`config.mk`:
```
export PLATFORM = sky130hd
export DESIGN_NAME = xsrru_mod_unit
export DESIGN_NICKNAME = d
export VERILOG_FILES = /design/src/xsrru_pkg.sv /design/src/xsrru_mod_unit.sv
export SDC_FILE = /design/constraint.sdc
export NUM_CORES = 1
export LEC_CHECK = 0
export BUFFER_PORTS_ARGS = -buffer_cell sky130_fd_sc_hd__buf_2
export CORE_MARGIN = 2
export CORE_UTILIZATION = 60
export DETAILED_ROUTE_END_ITERATION = 10
export GPL_TIMING_DRIVEN = 1
export PLACE_DENSITY = 0.85
export SLEW_MARGIN = 20
export SYNTH_ARGS = -nofsm -noshare
export SYNTH_HDL_FRONTEND = slang
export SYNTH_SLANG_ARGS = --single-unit
```
`constraint.sdc`:
```
create_clock -name clock -period 5 [get_ports clock]
set_input_delay 0.25 -clock clock [delete_from_list [all_inputs] [get_ports clock]]
set_output_delay 0.25 -clock clock [all_outputs]
set_load 0.01 [all_outputs]
```
`src/xsrru_pkg.sv`:
```
// Shared types, constants and functions of the xorshift random request unit.
package xsrru_pkg;

   localparam int MODE_W  = 3;
   localparam int SEED_W  = 16;
   localparam int BOUND_W = 8;
   localparam int HALF_W  = 7;
   localparam int MASK_W  = 16;
   localparam int VALUE_W = 16;
   localparam int SVAL_W  = 8;
   localparam int STATE_W = 32;

   // Modulo unit: byte dividend, divisor up to 256.
   localparam int DIVIDEND_W = 8;
   localparam int DIVISOR_W  = 9;

   localparam logic [STATE_W-1:0] GOLDEN_MIX = 32'h9E37_79B9;
   localparam logic [BOUND_W-1:0] PCT_BASE   = 8'd100;

   typedef enum logic [MODE_W-1:0] {
      MODE_RESEED = 3'd0,
      MODE_WORD   = 3'd1,
      MODE_BYTE   = 3'd2,
      MODE_RANGE  = 3'd3,
      MODE_CHANCE = 3'd4,
      MODE_SIGNED = 3'd5,
      MODE_PICK   = 3'd6
   } mode_type;

   function automatic logic [STATE_W-1:0] xs_step(input logic [STATE_W-1:0] x);
      logic [STATE_W-1:0] a;
      logic [STATE_W-1:0] b;
      a = x ^ (x << 13);
      b = a ^ (a >> 17);
      return b ^ (b << 5);
   endfunction

   // Number of set bits of a 16-bit mask, summed nibble by nibble.
   function automatic logic [4:0] popcount16(input logic [MASK_W-1:0] m);
      logic [4:0] total;
      total = 5'd0;
      for (int n = 0; n < MASK_W / 4; n++) begin
         total = total + 5'(m[4*n]) + 5'(m[4*n+1]) + 5'(m[4*n+2]) + 5'(m[4*n+3]);
      end
      return total;
   endfunction

   // Generator contents after reset: reseeding with seed zero uses seed one.
   localparam logic [STATE_W-1:0] RESET_STATE = xs_step(32'h0000_0001 ^ GOLDEN_MIX);

endpackage

```
`src/xsrru_mod_unit.sv`:
```
// Restoring modulo unit: one remainder bit per cycle, byte dividend.
module xsrru_mod_unit import xsrru_pkg::*;
(
   input  logic                  clock,
   input  logic                  reset,
   input  logic                  start,
   input  logic [DIVIDEND_W-1:0] dividend,
   input  logic [DIVISOR_W-1:0]  divisor,
   output logic                  busy,
   output logic                  done,
   output logic [DIVIDEND_W-1:0] remainder
);

   localparam int CNT_W = $clog2(DIVIDEND_W + 1);

   logic [CNT_W-1:0]      cnt_ff, cnt_in;
   logic                  busy_ff, busy_in;
   logic                  done_ff, done_in;
   logic [DIVISOR_W-1:0]  rem_ff, rem_in;
   logic [DIVISOR_W-1:0]  dvs_ff, dvs_in;
   logic [DIVIDEND_W-1:0] dvd_ff, dvd_in;
   logic [DIVISOR_W:0]    trial;
   logic                  fits;
   logic                  last;

   always_comb begin
      trial = {rem_ff, dvd_ff[DIVIDEND_W-1]};
      fits  = trial >= {1'b0, dvs_ff};
      last  = busy_ff && (cnt_ff == CNT_W'(1));
      cnt_in  = cnt_ff;
      busy_in = busy_ff;
      rem_in  = rem_ff;
      dvs_in  = dvs_ff;
      dvd_in  = dvd_ff;
      done_in = last;
      if (start) begin
         cnt_in  = CNT_W'(DIVIDEND_W);
         busy_in = 1'b1;
         rem_in  = '0;
         dvs_in  = divisor;
         dvd_in  = dividend;
      end else if (busy_ff) begin
         rem_in  = fits ? DIVISOR_W'(trial - {1'b0, dvs_ff}) : trial[DIVISOR_W-1:0];
         dvd_in  = dvd_ff << 1;
         cnt_in  = cnt_ff - CNT_W'(1);
         busy_in = !last;
      end
   end

   always_ff @(posedge clock) begin
      if (reset) begin
         cnt_ff  <= '0;
         busy_ff <= 1'b0;
         done_ff <= 1'b0;
      end else begin
         cnt_ff  <= cnt_in;
         busy_ff <= busy_in;
         done_ff <= done_in;
      end
      rem_ff <= rem_in;
      dvs_ff <= dvs_in;
      dvd_ff <= dvd_in;
   end

   assign busy      = busy_ff;
   assign done      = done_ff;
   // The remainder stays below the byte dividend's range.
   assign remainder = rem_ff[DIVIDEND_W-1:0];

endmodule
```
Word level (Yosys, flattened, before mapping)
Index checks and enable logic that the tools add are counted.

operators by class
  $lt $le $gt $ge = 1
  mux-type cells = 7
  add/sub/neg operators = 2
  reductions and logical operators = 4
  eq/ne operators = 1

operators by type and width
  cell                                                                    count
  8-bit 2-to-1 mux                                                        2
  10-bit by 9-bit >= comparator with 1-bit output                         1
  9-bit 2-to-1 mux                                                        1
  9-bit subtractor                                                        1
  4-bit 2-to-1 mux                                                        2
  4-bit by 1-bit equality test with 1-bit output (second input constant)  1
  4-bit by 1-bit subtractor with 4-bit output (second input constant)     1
  1-bit 2-to-1 mux                                                        2
  2-bit nonzero test                                                      1
  2-bit OR reduction                                                      1
  1-bit logical AND                                                       1
  1-bit logical NOT                                                       1

storage, ports and cells
  bits of input ports = 20
  word-level logic and storage cells = 22
  bits in registers = 32

Depth between registers and ports, before layout
Gate-level depths: netlist of the first run.

  depth after elaboration = 5
  mapped depth = 10

Worst setup path after synthesis of the first run
No wires, ideal clock.

  kind = register -> register
  start point = reg dvd_ff[7]
  end point = reg rem_ff[0]
  data required time = 4,914 ps
  stages on the path, launching flop included = 10
  data arrival time = 2,152 ps
  path buffers = 0
  setup time = 86 ps
  slack = 2,762 ps
  period minus slack after synthesis = 2,238 ps
  cells stage by stage = edfxtp_1 > inv_1 > ha_1 > inv_1 > fa_1 > a21oi_1 > a211oi_1 > nor3_2 > mux2_2 > a211oi_1

on the way
  longest elaborated chain between the ends = 2
  elaborated cells on any way between the ends = 3

ends and longest elaborated chain
  what                                                                                        RTL line                                    text
  from (decl)                                                                                 xsrru_mod_unit.sv:21                        logic [DIVIDEND_W-1:0] dvd_ff, dvd_in;
  from (signal assigned)                                                                      xsrru_mod_unit.sv:62                        dvd_ff <= dvd_in;
  9-bit subtractor / 10-bit by 9-bit >= comparator with 1-bit output (equally long branches)  xsrru_mod_unit.sv:43, xsrru_mod_unit.sv:28
  9-bit 2-to-1 mux (*)                                                                        xsrru_mod_unit.sv:43                        rem_in = fits ? DIVISOR_W'(trial - {1'b0, dvs_ff}) : trial[DIVISOR_W-1:0];
  to (signal assigned)                                                                        xsrru_mod_unit.sv:60                        rem_ff <= rem_in;
  to (decl)                                                                                   xsrru_mod_unit.sv:19                        logic [DIVISOR_W-1:0] rem_ff, rem_in;

Every way passes the cells marked *; elsewhere a longest branch is shown, timed or not.
A chain may end at the register's enable or synchronous reset.

Worst setup path after layout of the first run
Ends and elaborated chain as after synthesis.

==> flow_summary.ini, run 1 <==
[yosys]
syn_area_per_cell_sq_um = 10.41
synth_area_leaders = edfxtp_1 (28%), dfxtp_1 (17%), ha_1 (7.6%)
synth_nets = 205
ys_types = 43
ys_ff_latch = 32
synth-edff-count = 17
synth_top_cell_area_share_pct = 28.33
synthArstFlopShare_pct = 0
netlist_instances = 173
yosysTopAreaCell = edfxtp_1
ys_warn_count = 0
yosysMostFrequentCell = nor2_1
synthTopCellsByCount = nor2_1 (18), edfxtp_1 (17), dfxtp_1 (15), inv_1 (15), ha_1 (11)
ys_seq_area_share_pct = 45.00
ys.flop_type = edfxtp_1
syn_area_sq_um = 1802

[critical_path]
crit_path_end_kind = flip-flop
max_stage_delay_ps = 770
rr_startpoint = dvd_ff[7]$_DFFE_PP_
cp-endpoint = rem_ff[0]$_SDFFE_PP0P_
crit_chain = inv_1 > ha_1 > inv_1 > fa_1 > a21oi_1 > a211oi_1 > nor3_2 > mux2_2 > a211oi_1
arrival_ps = 3250
cp_max_fo = 13
critPathLaunchType = flip-flop
path_buf_inv = 2
path_depth = 9
worst_r2r_path_depth = 9
cpMaxStageDelayCell = nor3_2
reg2reg_setup_slack_ps = 2000
crit_start = dvd_ff[7]$_DFFE_PP_
cp_top_family = simple AND/OR/NAND/NOR gates
r2r_end = rem_ff[0]$_SDFFE_PP0P_
required_ps = 5250
critical_path_class = flip-flop to flip-flop

[status]
status = finished, violations left
violations = design-rule violations

[clocking]
post-cts-setup-buffer-count = 0
clk_pin_slew_ps = 100
clock_sinks = 32
cts_buffers = 5
cts_tree = done
clockRootBuffer = clkbuf_4
postCtsResizedCells = 0
clk_latency_ps = 330
cts_max_path_buffers = 2
h-tree-depth = 2
cts_hold_buf = 0

[sta]
worstMarginPinSlew_ps = 936.5
rsz0062_at_grt = false
finalSetupViolCount = 0
fmax_ghz = 0.3337
min_period_ps = 2996
finalHoldViolations = 0
finClkSkew_ps = 12.19
slew_headroom_pct = 37.48
holdWs_ps = 85.34
final.setup.tns_ps = 0
setup_slack_ps = 2004
min_period_over_period_pct = 59.93
slew_viol_final = 0

[route]
vias = 1325
routed_wl_mm = 3.387
route.detailed.drc = 2
postRouteAntennaNets = 0
wl_per_cell_um = 15.05
drtPass1Iterations = 8
via_per_inst = 5.889
drt_iter0_drc = 60

[placement]
dpl.hpwl_mm = 2.429
place_ws_ps = 2018
placed_cells = 217
portBuffers = 29
dpl_cell_area_sq_um = 1887
place.gp.congestion = 0.8465

[cells_and_area]
final_cell_area_sq_um = 1963
final_util_pct = 69.98
finalNetCount = 225
layoutNonFillerInstCount = 225
diodes = 0
fillers = 212
drive_gt1_share_pct = 26.29
syn_to_final_growth_pct = 8.958

[global_routing]
grt_pass1_wl_mm = 5.457
first_global_vias = 1241
track_usage_pct = 21.29
overflow = 0
grt_max_degree = 37
antenna_found_initial = 0

[floorplan]
num_rows = 19
io_pins = 30
die_y_um = 58.80
die_x_um = 58.80
start_util_pct = 64.23
coreArea_sq_um = 2805
die_area_sq_um = 3457

[pwr]
ir_worst_vdd_mv = 0.2613
p_leak_nw = 0.8564
total_power_mw = 0.6699
p_per_area_nw_per_um2 = 341.2

[flow_run]
drv_cap = 0

[worst_hold_path]
hp-class = primary input to flip-flop
-- worst min path at each step --
| stage | startpoint | to | slack (ps) | depth (start not counted) |
|---|---|---|---|---|
| after CTS | divisor[2] | dvs_ff[2]$_DFFE_PP_ | 80 | 1 |
| after global placement | divisor[5] | dvs_ff[5]$_DFFE_PP_ | 430 | 1 |
| after global routing | divisor[2] | dvs_ff[2]$_DFFE_PP_ | 70 | 1 |
| final | divisor[2] | dvs_ff[2]$_DFFE_PP_ | 90 | 1 |
| after detailed placement | divisor[4] | dvs_ff[4]$_DFFE_PP_ | 430 | 1 |
| after floorplan | reset | busy$_SDFF_PP0_ | 320 | 1 |
-- worst register-to-register path, stage by stage, from the launching register on --
cell and delay (ps):
edfxtp_1 370, inv_1 90, ha_1 160, inv_1 60, fa_1 410, a21oi_1 290, a211oi_1 150, nor3_2 770
mux2_2 410, a211oi_1 210
-- sequential cells by signal, indices dropped and copies added (netlist names) --
name    count
done        1
cnt_ff      4
rem_ff      9
dvd_ff      8
dvs_ff      9
busy        1
-- metal layers --
metal  part of all wire [%]  routed length [um]  GRT usage [%]  up-vias
met5                      0                   0              0        -
met4                   0.80                  27          6.169        0
met3                    5.4                 183          7.033        5
met2                     52                1767          36.19       41
met1                     42                1409          25.67      629
li1                       -                   -              -      650
-- layout by cell type, fill, tap and decap left out, types with 3 or more instances in the layout --
master    count
buf_2        29
nor2_1       18
edfxtp_1     17
inv_1        15
dfxtp_1      15
ha_1         11
mux2_2        8
a21oi_1       8
nand2_1       7
a211oi_1      7
xor2_1        5
clkbuf_4      5
nand3_1       4
mux2i_1       4
xnor2_1       3
-- where the power goes --
| group | internal [mW] | switching, mW | leakage (nW) |
|---|---|---|---|
| Sequential | 0.301 | 0.0177 | 0.293 |
| Combinational | 0.0728 | 0.0857 | 0.521 |
| Clock | 0.105 | 0.0878 | 0.0422 |
-- cell families (layout without fill, tap and decap cells) --
logic type	count (synthesis)	count (layout)	synth area share, %
fa+ha+maj	12	12	8.750
mux	12	12	7.223
simple gates	46	46	13.54
xor+xnor	8	8	3.889
buf+inv	31	52	8.611
compound gates	32	32	12.99
flops	32	32	45.00
-- final cells by class --
| cell class | count | area [sq um] | share of cell area (%) |
|---|---|---|---|
| Clock buffer | 6 | 41.29 | 2.103 |
| Clock inverter | 2 | 35.03 | 1.785 |
| Inverter | 15 | 56.30 | 2.868 |
| Multi-Input combinational cell | 110 | 835.8 | 42.57 |
| Sequential cell | 32 | 810.8 | 41.30 |
| Tap cell | 31 | 38.79 | 1.976 |
| Timing Repair Buffer | 29 | 145.1 | 7.393 |
Note: power is estimated with default switching activity, not from simulation.
==> inputs of run 2 (changes only) <==
--- a/config.mk
+++ b/config.mk
@@ -7,10 +7,10 @@
 export LEC_CHECK = 0
 export BUFFER_PORTS_ARGS = -buffer_cell sky130_fd_sc_hd__buf_2
 export CORE_MARGIN = 2
-export CORE_UTILIZATION = 60
+export CORE_UTILIZATION = 50
 export DETAILED_ROUTE_END_ITERATION = 10
 export GPL_TIMING_DRIVEN = 1
-export PLACE_DENSITY = 0.85
+export PLACE_DENSITY = 0.76
 export SLEW_MARGIN = 20
 export SYNTH_ARGS = -nofsm -noshare
 export SYNTH_HDL_FRONTEND = slang
==> constraint.sdc (replaced) <==
create_clock -name clock -period 2.6 [get_ports clock]
set_input_delay 0.13 -clock clock [delete_from_list [all_inputs] [get_ports clock]]
set_output_delay 0.13 -clock clock [all_outputs]
set_load 0.01 [all_outputs]
==> run 2 against run 1 <==
Net effect: flip-flop and latch count stayed put; count of clock-buffer cells in the layout is 2 higher; fmax is 26% higher; via count is 1.5% higher; largest power group unchanged; sequential share of layout area is 2.1 points lower; routed wire length is 4.8% lower; worst setup slack worse by 1800 ps; worst hold slack worse by 53 ps; the run now ends clean.
==> flow_summary.ini, run 2 (synthesis gave the netlist of run 1 again) <==
[sta]
fmax_ghz = 0.4205
worstMarginPinSlew_ps = 643.8
slew_viol_final = 0
finalHoldViolations = 0
rsz0062_at_grt = false
finClkSkew_ps = 7.159
slew_headroom_pct = 57.08
holdWs_ps = 32.42
min_period_ps = 2378
finalSetupViolCount = 0
final.setup.tns_ps = 0
setup_slack_ps = 221.9
min_period_over_period_pct = 91.47

[global_routing]
antenna_found_initial = 0
overflow = 0
track_usage_pct = 17.13
grt_max_degree = 37
grt_pass1_wl_mm = 5.416
first_global_vias = 1281

[clocking]
clk_pin_slew_ps = 90
cts_buffers = 5
clk_latency_ps = 320
h-tree-depth = 2
post-cts-setup-buffer-count = 0
clockRootBuffer = clkbuf_4
cts_max_path_buffers = 2
clock_sinks = 32
cts_tree = done

[pwr]
p_sw_mw = 0.3490
p_leak_nw = 0.8938
clkPwrFrac_pct = 23.7
sw_frac_of_total_pct = 28.74
p_comb_share_pct = 26.3
p_int_mw = 0.8655
ir_worst_vdd_mv = 0.3035
p_per_area_nw_per_um2 = 586.9
pwr-share-seq_pct = 50.1

[cells_and_area]
finalNetCount = 236
final_common_cell = buf_2
diodes = 0
layoutNonFillerInstCount = 251
syn_to_final_growth_pct = 14.86
reg_top3 = dvs_ff (9), rem_ff (9), dvd_ff (8)
drive_gt1_share_pct = 25.37
final_util_pct = 61.06
fillers = 282
mostFrequentLayoutCells = buf_2 (29), nor2_1 (18), edfxtp_1 (17)

[critical_path]
crit_chain = inv_1 > ha_1 > inv_1 > fa_1 > a21oi_1 > a211oi_1 > nor3_2 > buf_4 > mux2i_1 > a211oi_1
critPathLaunchType = flip-flop
cpMaxStageDelayCell = fa_1
required_ps = 2780
arrival_ps = 2560
cp_max_fo = 12
max_stage_delay_ps = 390
critical_path_class = flip-flop to flip-flop
crit_path_end_kind = flip-flop

[floorplan]
start_util_pct = 53.16
die_x_um = 64.03
die_y_um = 64.03
num_rows = 21
io_pins = 30
coreArea_sq_um = 3390
die_area_sq_um = 4100

[placement]
dpl.hpwl_mm = 2.391
portBuffers = 29
place_ws_ps = 171.8
place.gp.congestion = 0.8622
placed_cells = 234

[route]
via_per_inst = 5.359
routed_wl_mm = 3.226
drtPass1Iterations = 4
postRouteAntennaNets = 0
drt_iter0_drc = 78
route.detailed.drc = 0
wl_per_cell_um = 12.85
vias = 1345

[flow_run]
drv_cap = 0

[status]
status = finished, final reports clean

[worst_hold_path]
hp-class = primary input to flip-flop
[run 2: layout make-up]
cell class	instances	area, sq um	share of cell area, %
Sequential cell	32	810.8	39.18
Inverter	15	56.30	2.721
Multi-Input combinational cell	110	835.8	40.39
Tap cell	46	57.56	2.781
Timing Repair Buffer	40	250.2	12.09
Clock buffer	8	58.81	2.842
[run 2: routing by layer]
metal / up-vias / GRT usage (%) / routed length (um)
met5: - / 0 / 0
met1: 625 / 20.00 / 1370
li1: 673 / - / -
met2: 43 / 29.30 / 1627
met3: 4 / 4.225 / 197
met4: 0 / 8.152 / 30
[run 2: worst paths after layout]
kind	startpoint	end	slack, ps	depth (start not counted)
worst max-delay path	dvd_ff[7]$_DFFE_PP_	rem_ff[4]$_SDFFE_PP0P_	220	10
worst min register to register	cnt_ff[1]$_SDFFE_PP0P_	cnt_ff[1]$_SDFFE_PP0P_	510	2
worst min-delay path	reset	cnt_ff[0]$_SDFFE_PP0P_	30	2
worst max register to register	dvd_ff[7]$_DFFE_PP_	rem_ff[4]$_SDFFE_PP0P_	220	10
[run 2: stage by stage]
stage	total power, mW	instance area, sq um
after floorplan	0.8647	1802
after global placement	0.9100	1921
after detailed placement	0.9269	1921
after CTS	1.226	2069
after global routing	1.290	2069
final	1.215	2069
[run 2: power groups by stage]
stage	Clock (mW)	Sequential (mW)	Combinational (mW)
2_1_floorplan	0	0.609	0.255
3_3_place_gp	0	0.618	0.292
3_5_place_dp	0	0.621	0.306
4_1_cts	0.300	0.609	0.318
5_1_grt	0.322	0.615	0.353
6_report	0.287	0.608	0.319
[run 2: critical path: cells and delay by family (launching register included)]
kind,cells,cell delay [ps]
flip-flops,1,380
AO/OA/AOI/OAI,3,490
multiplexers,1,200
buffers and inverters,3,370
adder cells (fa/ha/maj),2,550
AND/OR/NAND/NOR,1,240
[run 2: what timing repair did]
action / in CTS / in global routing
gates resized for setup: 0 / 0
hold buffers: 9 / 0
endpoints found under the hold margin: 9 / 0
